$ cat src/rtl/slt_pkg.sv
// Package for the source line tokenizer: beat types, token and error codes,
// character constants and byte classification helpers. No dependencies.
`timescale 1ns / 1ps

package slt_pkg;

    localparam int LINE_WIDTH = 16;
    localparam int COL_WIDTH  = 12;
    localparam int MAX_RES    = 3;
    localparam int FIFO_AW    = 2;
    localparam int FIFO_DEPTH = 1 << FIFO_AW;

    localparam logic [7:0] CH_QUOTE  = 8'd34;
    localparam logic [7:0] CH_HASH   = 8'd35;
    localparam logic [7:0] CH_LBRACE = 8'h7B;
    localparam logic [7:0] CH_RBRACE = 8'h7D;
    localparam logic [7:0] CH_LPAREN = 8'h28;
    localparam logic [7:0] CH_RPAREN = 8'h29;
    localparam logic [7:0] CH_SEMI   = 8'h3B;
    localparam logic [7:0] CH_BANG   = 8'h21;
    localparam logic [7:0] CH_EQ     = 8'h3D;
    localparam logic [7:0] CH_DOT    = 8'h2E;
    localparam logic [7:0] CH_MINUS  = 8'h2D;
    localparam logic [7:0] CH_PLUS   = 8'h2B;
    localparam logic [7:0] CH_STAR   = 8'h2A;
    localparam logic [7:0] CH_SLASH  = 8'h2F;
    localparam logic [7:0] CH_BSLASH = 8'h5C;
    localparam logic [7:0] CH_UNDER  = 8'h5F;
    localparam logic [7:0] CH_ZERO   = 8'h30;
    localparam logic [7:0] CH_LOW_T  = 8'h74;
    localparam logic [7:0] CH_LOW_R  = 8'h72;
    localparam logic [7:0] CH_LOW_N  = 8'h6E;
    localparam logic [7:0] CH_TAB    = 8'd9;
    localparam logic [7:0] CH_LF     = 8'd10;
    localparam logic [7:0] CH_CR     = 8'd13;
    localparam logic [7:0] CH_NUL    = 8'd0;

    typedef enum logic [1:0] {
        K_LEXEME = 2'd0,
        K_DONE   = 2'd1,
        K_ERROR  = 2'd2
    } t_kind;

    typedef enum logic [3:0] {
        TT_IDENT  = 4'd0,
        TT_INT    = 4'd1,
        TT_FLOAT  = 4'd2,
        TT_STRING = 4'd3,
        TT_OP     = 4'd4,
        TT_LBRACE = 4'd5,
        TT_RBRACE = 4'd6,
        TT_LPAREN = 4'd7,
        TT_RPAREN = 4'd8,
        TT_SEMI   = 4'd9
    } t_tok;

    typedef enum logic [1:0] {
        E_BAD_NUMBER = 2'd0,
        E_BAD_ESCAPE = 2'd1,
        E_UNCLOSED   = 2'd2,
        E_UNEXPECTED = 2'd3
    } t_err;

    typedef struct packed {
        logic       action;
        logic [7:0] char_byte;
    } t_in_beat;

    typedef struct packed {
        t_kind                 kind;
        t_tok                  token_type;
        logic [7:0]            lexeme_byte;
        logic [LINE_WIDTH-1:0] line_number;
        logic [COL_WIDTH-1:0]  column_number;
        t_err                  error_code;
        logic                  last;
    } t_out_beat;

    typedef struct packed {
        t_out_beat [MAX_RES-1:0] res;
        logic [1:0]              n;
    } t_bundle;

    function automatic logic is_space(input logic [7:0] c);
        return (c == 8'd32) || (c == CH_TAB) || (c == 8'd12) || (c == 8'd11) || (c == CH_CR);
    endfunction

    function automatic logic is_letter(input logic [7:0] c);
        return (c >= 8'h61 && c <= 8'h7A) || (c >= 8'h41 && c <= 8'h5A) || (c == CH_UNDER);
    endfunction

    function automatic logic is_digit(input logic [7:0] c);
        return (c >= 8'h30) && (c <= 8'h39);
    endfunction

endpackage

$ cat src/rtl/source_line_tokenizer_core.sv
// Top level of the source line tokenizer: lexer state, result generation
// and a small buffer of result groups. Depends on slt_pkg.
`timescale 1ns / 1ps

// Channel  | Direction | Handshake                   | Payload
// input    | in        | i_in_valid / o_in_ready     | i_in_data  (t_in_beat)
// result   | out       | o_out_valid / i_out_ready   | o_out_data (t_out_beat)
//
// One input beat is taken per cycle while the four-entry result group buffer
// has room; its zero to three results are formed in the same cycle.
// Result beats leave one per cycle while i_out_ready is high, so a stream
// sustains one input per cycle when it averages at most one result per input.
// Reset is synchronous and active low and returns line and column to 1.
// A stalled output fills the buffer, after which input ready drops.

module source_line_tokenizer_core
    import slt_pkg::*;
(
    input  logic      i_clk,
    input  logic      i_rst_n,
    input  logic      i_in_valid,
    output logic      o_in_ready,
    input  t_in_beat  i_in_data,
    output logic      o_out_valid,
    input  logic      i_out_ready,
    output t_out_beat o_out_data
);

    typedef enum logic [3:0] {
        M_IDLE,
        M_IDENT,
        M_NUMBER,
        M_NEG,
        M_DBL,
        M_STRING,
        M_ESCAPE,
        M_COMMENT,
        M_ERROR
    } t_mode;

    t_mode                 r_mode, n_mode;
    logic [LINE_WIDTH-1:0] r_line, n_line;
    logic [COL_WIDTH-1:0]  r_col, n_col;
    logic [COL_WIDTH-1:0]  r_tstart, n_tstart;
    logic [1:0]            r_dots, n_dots;
    logic                  r_lastdot, n_lastdot;

    t_bundle               r_fifo [FIFO_DEPTH];
    logic [FIFO_AW-1:0]    r_wptr, r_rptr;
    logic [FIFO_AW:0]      r_count;
    logic [1:0]            r_sub;

    t_out_beat [MAX_RES-1:0] res;
    logic [1:0]            cnt;
    logic                  fin;
    logic                  fin_ok;
    logic                  in_acc;
    logic                  out_acc;
    logic                  push;
    logic                  pop;
    logic [7:0]            c;
    t_bundle               head;

    function automatic t_out_beat mk(input t_kind k, input t_tok ty, input logic [7:0] b,
                                     input logic [LINE_WIDTH-1:0] ln,
                                     input logic [COL_WIDTH-1:0] col, input t_err e);
        t_out_beat o;
        o.kind          = k;
        o.token_type    = ty;
        o.lexeme_byte   = b;
        o.line_number   = ln;
        o.column_number = col;
        o.error_code    = e;
        o.last          = 1'b0;
        return o;
    endfunction

    assign o_in_ready  = (r_count != (FIFO_AW+1)'(FIFO_DEPTH));
    assign in_acc      = i_in_valid && o_in_ready;
    assign c           = i_in_data.char_byte;
    assign head        = r_fifo[r_rptr];
    assign o_out_valid = (r_count != '0);
    assign o_out_data  = head.res[r_sub];
    assign out_acc     = o_out_valid && i_out_ready;
    assign pop         = out_acc && (r_sub == head.n - 2'd1);
    assign push        = in_acc && (cnt != 2'd0);

    always_comb begin
        n_mode    = r_mode;
        n_line    = r_line;
        n_col     = r_col;
        n_tstart  = r_tstart;
        n_dots    = r_dots;
        n_lastdot = r_lastdot;
        res       = '0;
        cnt       = 2'd0;
        fin       = 1'b0;
        fin_ok    = 1'b1;
        if (in_acc && r_mode != M_ERROR) begin
            if (i_in_data.action) begin
                fin = 1'b1;
            end else begin
                if (r_col != '1) begin
                    n_col = r_col + COL_WIDTH'(1);
                end
                unique case (r_mode)
                    M_IDENT: begin
                        if (is_letter(c) || is_digit(c)) begin
                            res[cnt] = mk(K_LEXEME, TT_IDENT, c, r_line, r_col, E_BAD_NUMBER);
                            cnt = cnt + 2'd1;
                        end else begin
                            fin = 1'b1;
                        end
                    end
                    M_NUMBER: begin
                        if (is_digit(c)) begin
                            res[cnt] = mk(K_LEXEME, TT_INT, c, r_line, r_col, E_BAD_NUMBER);
                            cnt = cnt + 2'd1;
                            n_lastdot = 1'b0;
                        end else if (c == CH_DOT) begin
                            res[cnt] = mk(K_LEXEME, TT_INT, c, r_line, r_col, E_BAD_NUMBER);
                            cnt = cnt + 2'd1;
                            if (r_dots != 2'd2) begin
                                n_dots = r_dots + 2'd1;
                            end
                            n_lastdot = 1'b1;
                        end else begin
                            fin = 1'b1;
                        end
                    end
                    M_NEG: begin
                        if (is_digit(c)) begin
                            res[cnt] = mk(K_LEXEME, TT_INT, c, r_line, r_col, E_BAD_NUMBER);
                            cnt = cnt + 2'd1;
                            n_mode    = M_NUMBER;
                            n_dots    = 2'd0;
                            n_lastdot = 1'b0;
                        end else begin
                            fin = 1'b1;
                        end
                    end
                    M_DBL: begin
                        if (c == CH_EQ) begin
                            res[cnt] = mk(K_LEXEME, TT_OP, c, r_line, r_col, E_BAD_NUMBER);
                            cnt = cnt + 2'd1;
                            res[cnt] = mk(K_DONE, TT_OP, CH_NUL, r_line, r_tstart, E_BAD_NUMBER);
                            cnt = cnt + 2'd1;
                            n_mode = M_IDLE;
                        end else begin
                            fin = 1'b1;
                        end
                    end
                    M_STRING: begin
                        if (c == CH_QUOTE) begin
                            res[cnt] = mk(K_DONE, TT_STRING, CH_NUL, r_line, r_tstart,
                                          E_BAD_NUMBER);
                            cnt = cnt + 2'd1;
                            n_mode = M_IDLE;
                        end else if (c == CH_BSLASH) begin
                            n_mode = M_ESCAPE;
                        end else begin
                            res[cnt] = mk(K_LEXEME, TT_STRING, c, r_line, r_col, E_BAD_NUMBER);
                            cnt = cnt + 2'd1;
                        end
                    end
                    M_ESCAPE: begin
                        n_mode = M_STRING;
                        priority if (c == CH_LOW_T) begin
                            res[cnt] = mk(K_LEXEME, TT_STRING, CH_TAB, r_line, r_col,
                                          E_BAD_NUMBER);
                            cnt = cnt + 2'd1;
                        end else if (c == CH_LOW_R) begin
                            res[cnt] = mk(K_LEXEME, TT_STRING, CH_CR, r_line, r_col,
                                          E_BAD_NUMBER);
                            cnt = cnt + 2'd1;
                        end else if (c == CH_LOW_N) begin
                            res[cnt] = mk(K_LEXEME, TT_STRING, CH_LF, r_line, r_col,
                                          E_BAD_NUMBER);
                            cnt = cnt + 2'd1;
                        end else if (c == CH_QUOTE) begin
                            res[cnt] = mk(K_LEXEME, TT_STRING, CH_QUOTE, r_line, r_col,
                                          E_BAD_NUMBER);
                            cnt = cnt + 2'd1;
                        end else if (c == CH_ZERO) begin
                            res[cnt] = mk(K_LEXEME, TT_STRING, CH_NUL, r_line, r_col,
                                          E_BAD_NUMBER);
                            cnt = cnt + 2'd1;
                        end else begin
                            res[cnt] = mk(K_ERROR, TT_IDENT, CH_NUL, r_line, r_col,
                                          E_BAD_ESCAPE);
                            cnt = cnt + 2'd1;
                            n_mode = M_ERROR;
                        end
                    end
                    M_COMMENT: begin
                    end
                    default: begin
                        fin = 1'b1;
                    end
                endcase
            end

            if (fin) begin
                unique case (r_mode)
                    M_IDENT: begin
                        res[cnt] = mk(K_DONE, TT_IDENT, CH_NUL, r_line, r_tstart, E_BAD_NUMBER);
                        cnt = cnt + 2'd1;
                    end
                    M_NUMBER: begin
                        if (r_lastdot || r_dots == 2'd2) begin
                            res[cnt] = mk(K_ERROR, TT_IDENT, CH_NUL, r_line, r_tstart,
                                          E_BAD_NUMBER);
                            cnt = cnt + 2'd1;
                            fin_ok = 1'b0;
                        end else begin
                            res[cnt] = mk(K_DONE, (r_dots == 2'd1) ? TT_FLOAT : TT_INT,
                                          CH_NUL, r_line, r_tstart, E_BAD_NUMBER);
                            cnt = cnt + 2'd1;
                        end
                    end
                    M_NEG, M_DBL: begin
                        res[cnt] = mk(K_DONE, TT_OP, CH_NUL, r_line, r_tstart, E_BAD_NUMBER);
                        cnt = cnt + 2'd1;
                    end
                    M_STRING, M_ESCAPE: begin
                        res[cnt] = mk(K_ERROR, TT_IDENT, CH_NUL, r_line, r_tstart, E_UNCLOSED);
                        cnt = cnt + 2'd1;
                        fin_ok = 1'b0;
                    end
                    default: begin
                    end
                endcase
                n_mode = fin_ok ? M_IDLE : M_ERROR;
            end

            if (fin && fin_ok) begin
                if (i_in_data.action) begin
                    if (r_line != '1) begin
                        n_line = r_line + LINE_WIDTH'(1);
                    end
                    n_col = COL_WIDTH'(1);
                end else begin
                    n_tstart = r_col;
                    priority if (is_space(c)) begin
                    end else if (c == CH_HASH) begin
                        n_mode = M_COMMENT;
                    end else if (c == CH_LBRACE) begin
                        res[cnt] = mk(K_DONE, TT_LBRACE, CH_NUL, r_line, r_col, E_BAD_NUMBER);
                        cnt = cnt + 2'd1;
                    end else if (c == CH_RBRACE) begin
                        res[cnt] = mk(K_DONE, TT_RBRACE, CH_NUL, r_line, r_col, E_BAD_NUMBER);
                        cnt = cnt + 2'd1;
                    end else if (c == CH_LPAREN) begin
                        res[cnt] = mk(K_DONE, TT_LPAREN, CH_NUL, r_line, r_col, E_BAD_NUMBER);
                        cnt = cnt + 2'd1;
                    end else if (c == CH_RPAREN) begin
                        res[cnt] = mk(K_DONE, TT_RPAREN, CH_NUL, r_line, r_col, E_BAD_NUMBER);
                        cnt = cnt + 2'd1;
                    end else if (c == CH_SEMI) begin
                        res[cnt] = mk(K_DONE, TT_SEMI, CH_NUL, r_line, r_col, E_BAD_NUMBER);
                        cnt = cnt + 2'd1;
                    end else if (is_letter(c)) begin
                        res[cnt] = mk(K_LEXEME, TT_IDENT, c, r_line, r_col, E_BAD_NUMBER);
                        cnt = cnt + 2'd1;
                        n_mode = M_IDENT;
                    end else if (is_digit(c)) begin
                        res[cnt] = mk(K_LEXEME, TT_INT, c, r_line, r_col, E_BAD_NUMBER);
                        cnt = cnt + 2'd1;
                        n_mode    = M_NUMBER;
                        n_dots    = 2'd0;
                        n_lastdot = 1'b0;
                    end else if (c == CH_MINUS) begin
                        res[cnt] = mk(K_LEXEME, TT_OP, c, r_line, r_col, E_BAD_NUMBER);
                        cnt = cnt + 2'd1;
                        n_mode = M_NEG;
                    end else if (c == CH_QUOTE) begin
                        n_mode = M_STRING;
                    end else if (c == CH_EQ || c == CH_BANG) begin
                        res[cnt] = mk(K_LEXEME, TT_OP, c, r_line, r_col, E_BAD_NUMBER);
                        cnt = cnt + 2'd1;
                        n_mode = M_DBL;
                    end else if (c == CH_PLUS || c == CH_STAR || c == CH_SLASH) begin
                        res[cnt] = mk(K_LEXEME, TT_OP, c, r_line, r_col, E_BAD_NUMBER);
                        cnt = cnt + 2'd1;
                        res[cnt] = mk(K_DONE, TT_OP, CH_NUL, r_line, r_col, E_BAD_NUMBER);
                        cnt = cnt + 2'd1;
                    end else begin
                        res[cnt] = mk(K_ERROR, TT_IDENT, CH_NUL, r_line, r_col,
                                      E_UNEXPECTED);
                        cnt = cnt + 2'd1;
                        n_mode = M_ERROR;
                    end
                end
            end
        end
        for (int i = 0; i < MAX_RES; i++) begin
            res[i].last = (cnt != 2'd0) && (2'(i) == cnt - 2'd1);
        end
    end

    always_ff @(posedge i_clk) begin
        if (!i_rst_n) begin
            r_mode    <= M_IDLE;
            r_line    <= LINE_WIDTH'(1);
            r_col     <= COL_WIDTH'(1);
            r_tstart  <= COL_WIDTH'(1);
            r_dots    <= 2'd0;
            r_lastdot <= 1'b0;
            r_wptr    <= '0;
            r_rptr    <= '0;
            r_count   <= '0;
            r_sub     <= 2'd0;
        end else begin
            r_mode    <= n_mode;
            r_line    <= n_line;
            r_col     <= n_col;
            r_tstart  <= n_tstart;
            r_dots    <= n_dots;
            r_lastdot <= n_lastdot;
            if (push) begin
                r_wptr <= r_wptr + FIFO_AW'(1);
            end
            if (pop) begin
                r_rptr <= r_rptr + FIFO_AW'(1);
                r_sub  <= 2'd0;
            end else if (out_acc) begin
                r_sub <= r_sub + 2'd1;
            end
            r_count <= r_count + (FIFO_AW+1)'(push) - (FIFO_AW+1)'(pop);
        end
    end

    always_ff @(posedge i_clk) begin
        if (push) begin
            r_fifo[r_wptr] <= '{res: res, n: cnt};
        end
    end

    a_count_bound: assert property (@(posedge i_clk) disable iff (!i_rst_n)
        r_count <= (FIFO_AW+1)'(FIFO_DEPTH))
        else $error("result buffer count beyond its depth");

    a_head_nonempty: assert property (@(posedge i_clk) disable iff (!i_rst_n)
        o_out_valid |-> (head.n != 2'd0) && (r_sub < head.n))
        else $error("buffered result group is empty or overread");

    a_error_sticky: assert property (@(posedge i_clk) disable iff (!i_rst_n)
        (r_mode == M_ERROR) |=> (r_mode == M_ERROR) && !$past(push))
        else $error("lexer left the error state or produced results after it");

    a_error_last: assert property (@(posedge i_clk) disable iff (!i_rst_n)
        (out_acc && o_out_data.kind == K_ERROR) |-> o_out_data.last)
        else $error("error beat is not the final beat of its input");

endmodule

$ cat config.mk
export PLATFORM = sky130hd
export DESIGN_NAME = source_line_tokenizer_core
export DESIGN_NICKNAME = d
export VERILOG_FILES = /design/src/rtl/slt_pkg.sv /design/src/rtl/source_line_tokenizer_core.sv
export SDC_FILE = /design/constraint.sdc
export NUM_CORES = 1
export LEC_CHECK = 0
export BUFFER_PORTS_ARGS = -buffer_cell sky130_fd_sc_hd__buf_2
export CORE_UTILIZATION = 50
export CTS_CLUSTER_SIZE = 28
export DETAILED_ROUTE_END_ITERATION = 12
export GPL_TIMING_DRIVEN = 0
export PLACE_DENSITY = 0.72
export SYNTH_ARGS = -nofsm -noshare
export SYNTH_HDL_FRONTEND = slang
export SYNTH_SLANG_ARGS = --single-unit
$ cat constraint.sdc
create_clock -name i_clk -period 17.5 [get_ports i_clk]
set_input_delay 0.875 -clock i_clk [delete_from_list [all_inputs] [get_ports i_clk]]
set_output_delay 0.875 -clock i_clk [all_outputs]
set_load 0.02 [all_outputs]
* Yosys cells after proc, flatten, opt, wreduce, memory -nomap -nowiden
Memory sizes are Yosys's and may differ from the RTL's. A register that Yosys moved wholly into a read port is not among the register bits. Cells that the tools add are included.
Word-level totals: register bits after elaboration 56, RAM bits 548, memories kept 1, input port bits 13
Cells by class: $add $sub $neg 13, reduce and logical (&&, ||, !) cells 36, multiplexer cells 172, bitwise operators 2, order comparisons 13, equality and inequality tests 42
Memory list:
- r_fifo | depth 4, bits a word 137, rd ports 1, clocked after Yosys merged registers in 1, write ports 1, line source_line_tokenizer_core.sv:48 | t_bundle r_fifo [FIFO_DEPTH];
Operators with widths (number):
- 2-to-1 mux 135 bit | 19
- bitwise mux 135 bit | 15
- one-hot mux 135 bit (4 select lines) | 1
- 2-to-1 mux 45 bit | 10
- demux 45 bit (select 2 bit) | 3
- one-hot mux 45 bit (6 select lines) | 1
- 2-to-1 mux 90 bit | 2
- 2-to-1 mux 40 bit | 3
- == test 8 x 6 -> 1 bit, second input constant | 14
- 2-to-1 mux 4 bit | 27
- binary-select mux 45 bit (select 2 bit) | 1
- 2-to-1 mux 89 bit | 1
- 2-to-1 mux 2 bit | 41
- == test 8 x 7 -> 1 bit, second input constant | 7
- 2-to-1 mux 12 bit | 4
- 2-to-1 mux 44 bit | 1
- 2-to-1 mux 41 bit | 1
- 2-to-1 mux 39 bit | 1
- 2-to-1 mux 1 bit | 35
- == test 8 x 4 -> 1 bit, second input constant | 4
- adder 16 x 1 -> 16 bit, second input constant | 1
- == test 4 x 3 -> 1 bit, second input constant | 4
- >= comparator 8 x 7 -> 1 bit, second input constant | 2
- less-or-equal comparator 8 x 7 -> 1 bit, second input constant | 2
- other kinds (37) | 78

* Longest topological paths before layout
Gate-level depths: netlist (run 1).
depth in word-level cells 36, gate-level depth with buffers 25, gate-level depth less buffers 22

* Worst setup path before layout (run 1)
OpenSTA, ideal clock, no wires.
kind in2reg, start point input i_in_data[2] (netlist bit), end point memory r_fifo[0][0] (netlist bit), enable pin, required time 16848 ps, setup slack 6596 ps, stages 17, data arrival time 10252 ps, path through buf_2 -> or4_4 -> o221ai_4 -> a31oi_4 -> o31ai_2 -> ha_1 -> o211ai_1 -> ha_1 -> clkbuf_1 -> clkinv_1 -> nand3_1 -> o31ai_1 -> nor2_1 -> o21ai_2 -> inv_2 -> a21oi_4 -> nor2b_1
On the way: longest elaborated chain between the ends 35, elaborated cells on any way between the ends 87, those cells by class 3 x add/sub; 6 x order compare; 21 x eq/ne; 41 x mux; 16 x reduce/logical
RTL lines:
- start, declared | line source_line_tokenizer_core.sv:23 | input t_in_beat i_in_data,
- >= comparator 8 x 7 -> 1 bit / less-or-equal comparator 8 x 7 -> 1 bit (equally long branches) | line slt_pkg.sv:89 | return (c >= 8'h61 && c <= 8'h7A) || (c >= 8'h41 && c <= 8'h5A) || (c == CH_UNDER);
- logical AND 1 bit | line slt_pkg.sv:89
- logical OR 1 bit (2 in a row) | line slt_pkg.sv:89
- logical OR 1 bit | line source_line_tokenizer_core.sv:108 | if (is_letter(c) || is_digit(c)) begin
- 2-to-1 mux 1 bit | line source_line_tokenizer_core.sv:108
- one-hot mux 2 bit (6 select lines) | line source_line_tokenizer_core.sv:106 | unique case (r_mode)
- 2-to-1 mux 2 bit | line source_line_tokenizer_core.sv:100 | if (i_in_data.action) begin
- 2-to-1 mux 2 bit | line source_line_tokenizer_core.sv:99 | if (in_acc && r_mode != M_ERROR) begin
- [19 not listed]
- 2-to-1 mux 2 bit | line source_line_tokenizer_core.sv:237 | if (i_in_data.action) begin
- 2-to-1 mux 2 bit * | line source_line_tokenizer_core.sv:236 | if (fin && fin_ok) begin
- 2-to-1 mux 2 bit * | line source_line_tokenizer_core.sv:99
- net cnt[1] | line source_line_tokenizer_core.sv:54 | logic [1:0] cnt;
- nonzero test 2 bit * | line source_line_tokenizer_core.sv:86 | assign push = in_acc && (cnt != 2'd0);
- logical AND 1 bit * | line source_line_tokenizer_core.sv:86
- 2-to-1 mux 1 bit * | line source_line_tokenizer_core.sv:334 | if (push) begin
- 2-to-1 mux 1 bit (implied by the code) * | line source_line_tokenizer_core.sv:335 | r_fifo[r_wptr] <= '{res: res, n: cnt};
- end, declared | line source_line_tokenizer_core.sv:48
Mark *: on every way through the listed nets, which the timed path passes. The rest lies on a longest branch. The select of a mux whose other input is x is not followed.

* Final worst setup path (run 1)
start point register r_mode[0], end point register r_count[2]
On the way: longest elaborated chain between the ends 30, elaborated cells on any way between the ends 50, those cells by class 5 x add/sub; 8 x eq/ne; 30 x mux; 7 x reduce/logical
RTL lines:
- start, declared | line source_line_tokenizer_core.sv:41 | t_mode r_mode, n_mode;
- start signal, assigned | line source_line_tokenizer_core.sv:314 | r_mode <= n_mode;
- == test 4 x 3 -> 1 bit (tied with other cells) | line source_line_tokenizer_core.sv:106, source_line_tokenizer_core.sv:204
- one-hot mux 2 bit (6 select lines) | line source_line_tokenizer_core.sv:106
- 2-to-1 mux 2 bit | line source_line_tokenizer_core.sv:100
- 2-to-1 mux 2 bit | line source_line_tokenizer_core.sv:99
- adder 2 x 1 -> 2 bit
- 2-to-1 mux 2 bit
- 2-to-1 mux 2 bit | line source_line_tokenizer_core.sv:203 | if (fin) begin
- 2-to-1 mux 2 bit | line source_line_tokenizer_core.sv:99
- [15 not listed]
- 2-to-1 mux 2 bit | line source_line_tokenizer_core.sv:237
- 2-to-1 mux 2 bit | line source_line_tokenizer_core.sv:236
- 2-to-1 mux 2 bit * | line source_line_tokenizer_core.sv:99
- net cnt[1] | line source_line_tokenizer_core.sv:54
- nonzero test 2 bit * | line source_line_tokenizer_core.sv:86
- logical AND 1 bit * | line source_line_tokenizer_core.sv:86
- adder 3 x 1 -> 3 bit * | line source_line_tokenizer_core.sv:329 | r_count <= r_count + (FIFO_AW+1)'(push) - (FIFO_AW+1)'(pop);
- subtractor 3 x 1 -> 3 bit * | line source_line_tokenizer_core.sv:329
- end signal, assigned | line source_line_tokenizer_core.sv:329
- end, declared | line source_line_tokenizer_core.sv:50 | logic [FIFO_AW:0] r_count;
Marks and branches as above. A chain may end at the register's enable or synchronous reset.

==> results of run 1 <==
## metrics by stage
| stage | util, % | power, mW | instances | setup slack, ps | instance area (um2) |
|---|---|---|---|---|---|
| finish | 57.89 | 4.189 | 2718 | 10400 | 30730 |
| global route | 57.89 | 4.347 | 2718 | 10200 | 30730 |
| CTS | 57.89 | 4.215 | 2718 | 10590 | 30730 |
| detailed placement | 54.33 | 3.003 | 2609 | 10180 | 28840 |
| global placement | 53.23 | 3.016 | 2585 | 271.9 | 28250 |
| floorplan | - | 2.622 | 1841 | 6596 | 27110 |
## sequential cells by signal, indices dropped and copies added (netlist names), 2 cells and up, named ones only
signal    cells
r_fifo      548
r_line       16
r_col        12
r_tstart     12
r_mode        4
r_count       3
r_dots        2
r_rptr        2
r_sub         2
r_wptr        2
## cells in the mapped netlist, types with 9 or more instances
library cell	instances
buf_1	29
nand2_1	140
dfxtp_1	58
mux4_2	137
a21oi_1	88
buf_2	15
o21ai_0	86
ha_1	19
a22oi_1	20
or3_1	18
xnor2_1	15
inv_1	27
nand3_1	53
mux2i_1	49
nor4_1	11
clkbuf_1	76
nor3_1	34
edfxtp_1	548
nand4_1	18
o22ai_1	10
and2_1	69
a31oi_1	12
nor2_1	105
xor2_1	9
## kinds of logic after synthesis
family,after synthesis
flip-flops,606
AND/OR/NAND/NOR,528
AO/OA/AOI/OAI,312
multiplexers,186
buffers and inverters,156
XOR/XNOR,25
adder cells (fa/ha/maj),20
other,1
## routing by layer
metal | up-vias | wire (um)
met4 | 0 | 2076
met2 | 716 | 34270
met1 | 8754 | 29750
met5 | - | 0
met3 | 142 | 5067
li1 | 7474 | -
## final cells by class
| class | count | area (um2) | area share (%) |
|---|---|---|---|
| Clock inverter | 31 | 290.3 | 0.9447 |
| Sequential cell | 606 | 17620 | 57.33 |
| Buffer | 125 | 508.0 | 1.653 |
| Clock buffer | 78 | 1599 | 5.204 |
| Timing Repair Buffer | 80 | 835.8 | 2.720 |
| Tap cell | 688 | 860.8 | 2.802 |
| Inverter | 31 | 116.4 | 0.3787 |
| Multi-Input combinational cell | 1079 | 8900 | 28.96 |
## critical path, delay by kind of cell (launching register included)
kind / cells / cell delay (ps)
AO/OA/AOI/OAI: 4 / 870
flip-flops: 1 / 300
XOR/XNOR: 2 / 450
adder cells (fa/ha/maj): 5 / 1550
AND/OR/NAND/NOR: 7 / 1840
buffers and inverters: 6 / 1970
## where the power goes
group | internal (mW) | leakage [nW] | switching [mW]
sequential | 1.81 | 5.64 | 0.0516
combinational | 0.402 | 3.27 | 0.711
clock | 0.690 | 0.922 | 0.528
total | 2.90 | 9.83 | 1.29
## final timing paths
| path | startpoint | endpoint | slack, ps |
|---|---|---|---|
| worst max-delay path | r_mode[0] | r_count[2] | 10400 |
| worst min-delay path | r_dots[1] | r_dots[1] | 510 |
| worst max register to register | r_mode[0] | r_count[2] | 10400 |
| worst min register to register | r_dots[1] | r_dots[1] | 510 |
==> flow_metrics.env, run 1 <==
export IMPL_grt_pass1_wl_mm=106.1
export IMPL_dr_pass1_iters=6
export IMPL_die_height_um=234.7
export IMPL_critPathKind="flop to flop"
export IMPL_synth_flop_cell="edfxtp_1"
export IMPL_fin_skew_ps=60.00
export IMPL_synth_async_reset_ratio_pct=0
export IMPL_synthTopCellsByArea="edfxtp_1 (61%), mux4_2 (11%), dfxtp_1 (4.3%)"
export IMPL_endpoint_kind="flop"
export IMPL_hp_class="flop to flop"
export IMPL_netlist_area_leader_share_pct=60.76
export IMPL_die_w_um=234.7
export IMPL_avgSynthCellArea_um2=14.77
export IMPL_holdPathStages=2
export IMPL_synth_top_family_by_area="multiplexers"
export IMPL_layout_min_cycle_time_ps=7097
export IMPL_postCtsSetupBuffers=0
export IMPL_grt_busiest_layer="met2"
export IMPL_syn_to_final_growth_pct=13.45
export IMPL_route_vias_total=17086
export IMPL_initial_core_util_pct=51.03
export IMPL_ys_ff_latch=606
export IMPL_crit_path_frequent_cell="ha_1"
export IMPL_crit_chain="clkbuf_1 > clkbuf_1 > nor3_1 > or3_1 > nor2_1 > nand2_1 > ha_1 > o211ai_1 > ha_1 > clkbuf_1 > clkinv_1 > nand3_1 > o31ai_1 > nor2_1 > o21ai_2 > inv_2 > a21oi_4 > ha_1 > inv_1 > ha_1 > fa_1 > xnor2_1 > xnor2_1 > nor2_1"
export IMPL_drt_initial_drc_count=1787
export IMPL_nFillCells=4060
export IMPL_num_rows=84
export IMPL_wirelength_mm=71.17
export IMPL_ant_nets=0
export IMPL_grtUsageTotal_pct=25.83
export IMPL_cts_root_buffer="clkbuf_16"
export IMPL_muxShareOfSynthArea_pct=13.20
export IMPL_synth_area_um2=27080
export IMPL_slowest_delay_ps=570
export IMPL_worstMarginPinSlew_ps=1095
export IMPL_critPathSlowestCell="clkinv_1"
export IMPL_use_met3_pct=3.877
export IMPL_drive_gt1_share_pct=17.98
export IMPL_p_per_area_nw_per_um2=136.3
export IMPL_cts_sinks=606
export IMPL_synth_simple_gate_area_share_pct=10.18
export IMPL_setup_violations=0
export IMPL_synth_compound_area_share_pct=7.470
export IMPL_grtUsageMet2_pct=42.02
export IMPL_leakagePower_nw=9.834
export IMPL_synth_edf_count=548
export IMPL_io_pins=60
export IMPL_htreeDepth=2
export IMPL_wl_per_cell_um=26.18
export IMPL_dieArea_um2=55110
export IMPL_viasPerCell=6.286
export IMPL_slew_violations=0
export IMPL_synth_adder_area_share_pct=0.9516
export IMPL_startpoint_type="flop"
export IMPL_cts_buffers=60
export IMPL_hold_viol_final=0
export IMPL_drc_errors=0
export IMPL_insertion_delay_ps=640
export IMPL_core_um2=53080
export IMPL_whs_ps=513.8
export IMPL_antenna_found_initial=2
export IMPL_grt_pass1_vias=16895
export IMPL_fmax_mhz=140.9
export IMPL_layout_commonest_cell="edfxtp_1"
export IMPL_synth_seq_area_share_pct=65.04
export IMPL_cts_tree="done"
export IMPL_cts_resized=0
export IMPL_synth_cell_types=93
export IMPL_path_clk_slew_ps=60
export IMPL_grt_util_met1_pct=35.89
export IMPL_rsz0062_at_grt="no"
export IMPL_tns_ps=0
export IMPL_diodes=0
export IMPL_crit_fanout=10
export IMPL_slew_headroom_pct=27.01
export IMPL_hold_buffers=0
export IMPL_ys_warn_count=0
export IMPL_synth_top_cell_by_area="edfxtp_1"
export IMPL_timing_final_crit_share_pct=40.55
export IMPL_ctsLongestPathBuffers=3
export IMPL_syn_inst=1834
export IMPL_synth_xor_area_share_pct=0.8361
export IMPL_r2r_worst_path_cells=24
export IMPL_peakVddDrop_mv=0.09920
export IMPL_grt_max_degree=29
export IMPL_layout_common_cells="edfxtp_1 (548), nand2_1 (140), mux4_2 (137), nor2_1 (105), clkbuf_1 (91)"
export IMPL_maxCapViolCount=0
export IMPL_crit_arrival_ps=7590
export IMPL_required_ps=17990
export IMPL_numPortBuffers=56
export IMPL_hpwl_mm=49.82
export IMPL_nNetsFinal=2016
export IMPL_overflow=0
export IMPL_place_gp_congestion=0.9304
export IMPL_status="finished, final reports clean"
No activity file was read; power rests on OpenSTA's default activity.
==> inputs of run 2 (changes only) <==
ABC_AREA = 1   (was not set)
clock period = 6.88 ns   (was 17.5 ns; I/O delays follow)
==> run 2 against run 1 <==
Via count increased by 36%. Critical endpoint is now r_fifo[3][45]. Sequential cell count is the same. Non-clock buffer count rose by 43. Sequential share of layout area down 1.6 points. Count of clock-buffer cells in the layout up 4. Synthesized cell count is 47% higher.
==> flow_metrics.env, run 2 <==
export IMPL_grt_pass1_wl_mm=145.7
export IMPL_ys_warn_count=0
export IMPL_slew_headroom_pct=1.918
export IMPL_layout_min_cycle_time_ps=6089
export IMPL_postCtsSetupBuffers=0
export IMPL_layout_common_cells="edfxtp_1 (548), nor2_1 (393), o21ai_0 (392), nand2_1 (326), clkbuf_1 (153)"
export IMPL_fin_total_pwr_mw=13.00
export IMPL_synth_edf_count=548
export IMPL_critPathSlowestCell="nor2_1"
export IMPL_avgSynthCellArea_um2=10.40
export IMPL_cts_buffers=60
export IMPL_worstMarginPinSlew_ps=1460
export IMPL_overflow=0
export IMPL_die_height_um=238.5
export IMPL_hold_buffers=0
export IMPL_crit_fanout=28
export IMPL_slowest_delay_ps=530
export IMPL_hpwl_mm=73.10
export IMPL_fmax_mhz=164.2
export IMPL_hp_class="input port to flop"
export IMPL_synthTopCellsByArea="edfxtp_1 (59%), o21ai_0 (7.0%), nor2_1 (5.3%)"
export IMPL_peakVddDrop_mv=0.2451
export IMPL_cts_resized=0
export IMPL_synth_adder_area_share_pct=0.9220
export IMPL_numPortBuffers=58
export IMPL_synth_flop_cell="edfxtp_1"
export IMPL_final_cells=3633
export IMPL_io_pins=60
export IMPL_synth_async_reset_ratio_pct=0
export IMPL_wirelength_mm=100.6
export IMPL_synth_cell_types=59
export IMPL_status="finished, final reports clean"
export IMPL_cts_tree="done"
export IMPL_synth_top_family_by_area="compound AO/OA/AOI/OAI gates"
export IMPL_ant_nets=0
export IMPL_drive_gt1_share_pct=9.293
export IMPL_largest_reg_flops=548
export IMPL_synth_top_cell_by_area="edfxtp_1"
export IMPL_syn_inst=2688
export IMPL_r2r_slack_ps=790
export IMPL_p_per_area_nw_per_um2=411.3
export IMPL_dr_pass1_iters=8
export IMPL_synth_area_um2=27950
export IMPL_ys_ff_latch=606
export IMPL_dp_cells=3523
export IMPL_viasPerCell=6.417
export IMPL_fin_skew_ps=24.94
export IMPL_placed_area_um2=29680
export IMPL_final_util_pct=57.27
export IMPL_syn_to_final_growth_pct=13.10
export IMPL_ctsLongestPathBuffers=3
export IMPL_startpoint_type="input port"
export IMPL_setup_violations=0
export IMPL_num_rows=86
export IMPL_layout_commonest_cell="edfxtp_1"
export IMPL_htreeDepth=2
export IMPL_slew_violations=0
export IMPL_crit_arrival_ps=6410
export IMPL_required_ps=7200
export IMPL_whs_ps=85.48
export IMPL_reg_largest_list="r_fifo x548, r_line x16"
export IMPL_netlist_area_leader_share_pct=58.87
export IMPL_endpoint_kind="flop"
export IMPL_insertion_delay_ps=640
export IMPL_nNetsFinal=2870
export IMPL_ff_latch_area_um2=17620
export IMPL_timing_final_crit_share_pct=88.50
export IMPL_drt_initial_drc_count=3494
export IMPL_nFillCells=4575
export IMPL_synth_compound_area_share_pct=17.20
export IMPL_setup_slack_ps=791.2
export IMPL_route_vias_total=23314
export IMPL_grtUsageTotal_pct=35.36
export IMPL_drc_errors=0
export IMPL_grt_pass1_vias=21926
export IMPL_tns_ps=0
export IMPL_m1WireLength_mm=39.57
export IMPL_place_gp_congestion=1.013
export IMPL_rsz0062_at_grt="no"
export IMPL_maxCapViolCount=0
export IMPL_cts_root_buffer="clkbuf_16"
export IMPL_initial_core_util_pct=50.64
export IMPL_wl_per_cell_um=27.69
export IMPL_cts_sinks=606
export IMPL_synth_common_cells="edfxtp_1 (548), nor2_1 (398), o21ai_0 (392)"
export IMPL_routed_top_layer="met4"
export IMPL_dieArea_um2=56860
export IMPL_synth_most_common_cell="edfxtp_1"
export IMPL_core_um2=55200
export IMPL_multiInputGateArea_um2=9104
export IMPL_dr_wl_met2_mm=45.07
export IMPL_wl_met3_mm=11.87
export IMPL_final_area_um2=31620
export IMPL_synth_simple_gate_area_share_pct=14.04
export IMPL_critPathKind="input port to flop"
export IMPL_regMostFlops="r_fifo"
export IMPL_die_w_um=238.5
export IMPL_muxShareOfSynthArea_pct=0
export IMPL_path_clk_slew_ps=60
export IMPL_dp_slack_ps=311.9
export IMPL_synth_seq_area_share_pct=63.02
export IMPL_grt_max_degree=29
export IMPL_hold_viol_final=0
export IMPL_antenna_found_initial=0
export IMPL_synth_xor_area_share_pct=0.1880
export IMPL_leakagePower_nw=10.89
==> run 2: path summary, 6_finish.rpt <==
path                                   start            end  cells after the start
worst max register to register     r_mode[0]  r_fifo[3][45]                     24
worst min register to register     r_lastdot      r_lastdot                      2
worst max-delay path            i_in_data[0]  r_fifo[3][45]                     27
worst min-delay path             i_out_ready       r_sub[0]                      3
==> run 2: per-layer routing <==
layer	vias up	GRT usage, %
met2	1591	53.86
met4	0	14.20
met3	217	7.161
met1	11419	49.72
met5	-	0
li1	10087	-
==> run 2: power breakdown <==
group	switching (mW)	internal, mW
registers	0.198	4.92
logic	3.45	1.21
clock network	1.38	1.85
==> run 2: cell type report <==
cell class	count	area share [%]
inverter	162	1.931
antenna	1	0.007915
multi-input combinational	1759	28.80
buffer	168	2.157
sequential	606	55.72
timing repair buffer	80	2.319
tap	748	2.960
clock inverter	27	0.7994
clock buffer	82	5.307
==> run 2: critical path, delay by kind of cell <==
family	cells	cell delay (ps)
AOI/OAI and AO/OA	6	1160
adders and majority gates	2	620
buffers and inverters	9	1920
and+or+nand+nor	10	2300
==> run 2: logic make-up (layout without fill, tap and decap cells) <==
group                      after synthesis  count (layout)
xor gates and xnor gates                 6               6
and+or+nand+nor                        917             917
DFF                                    606             606
adders and majority gates               20              20
other                                    1               9
buffers and inverters                  330             519
AOI/OAI and AO/OA                      808             808
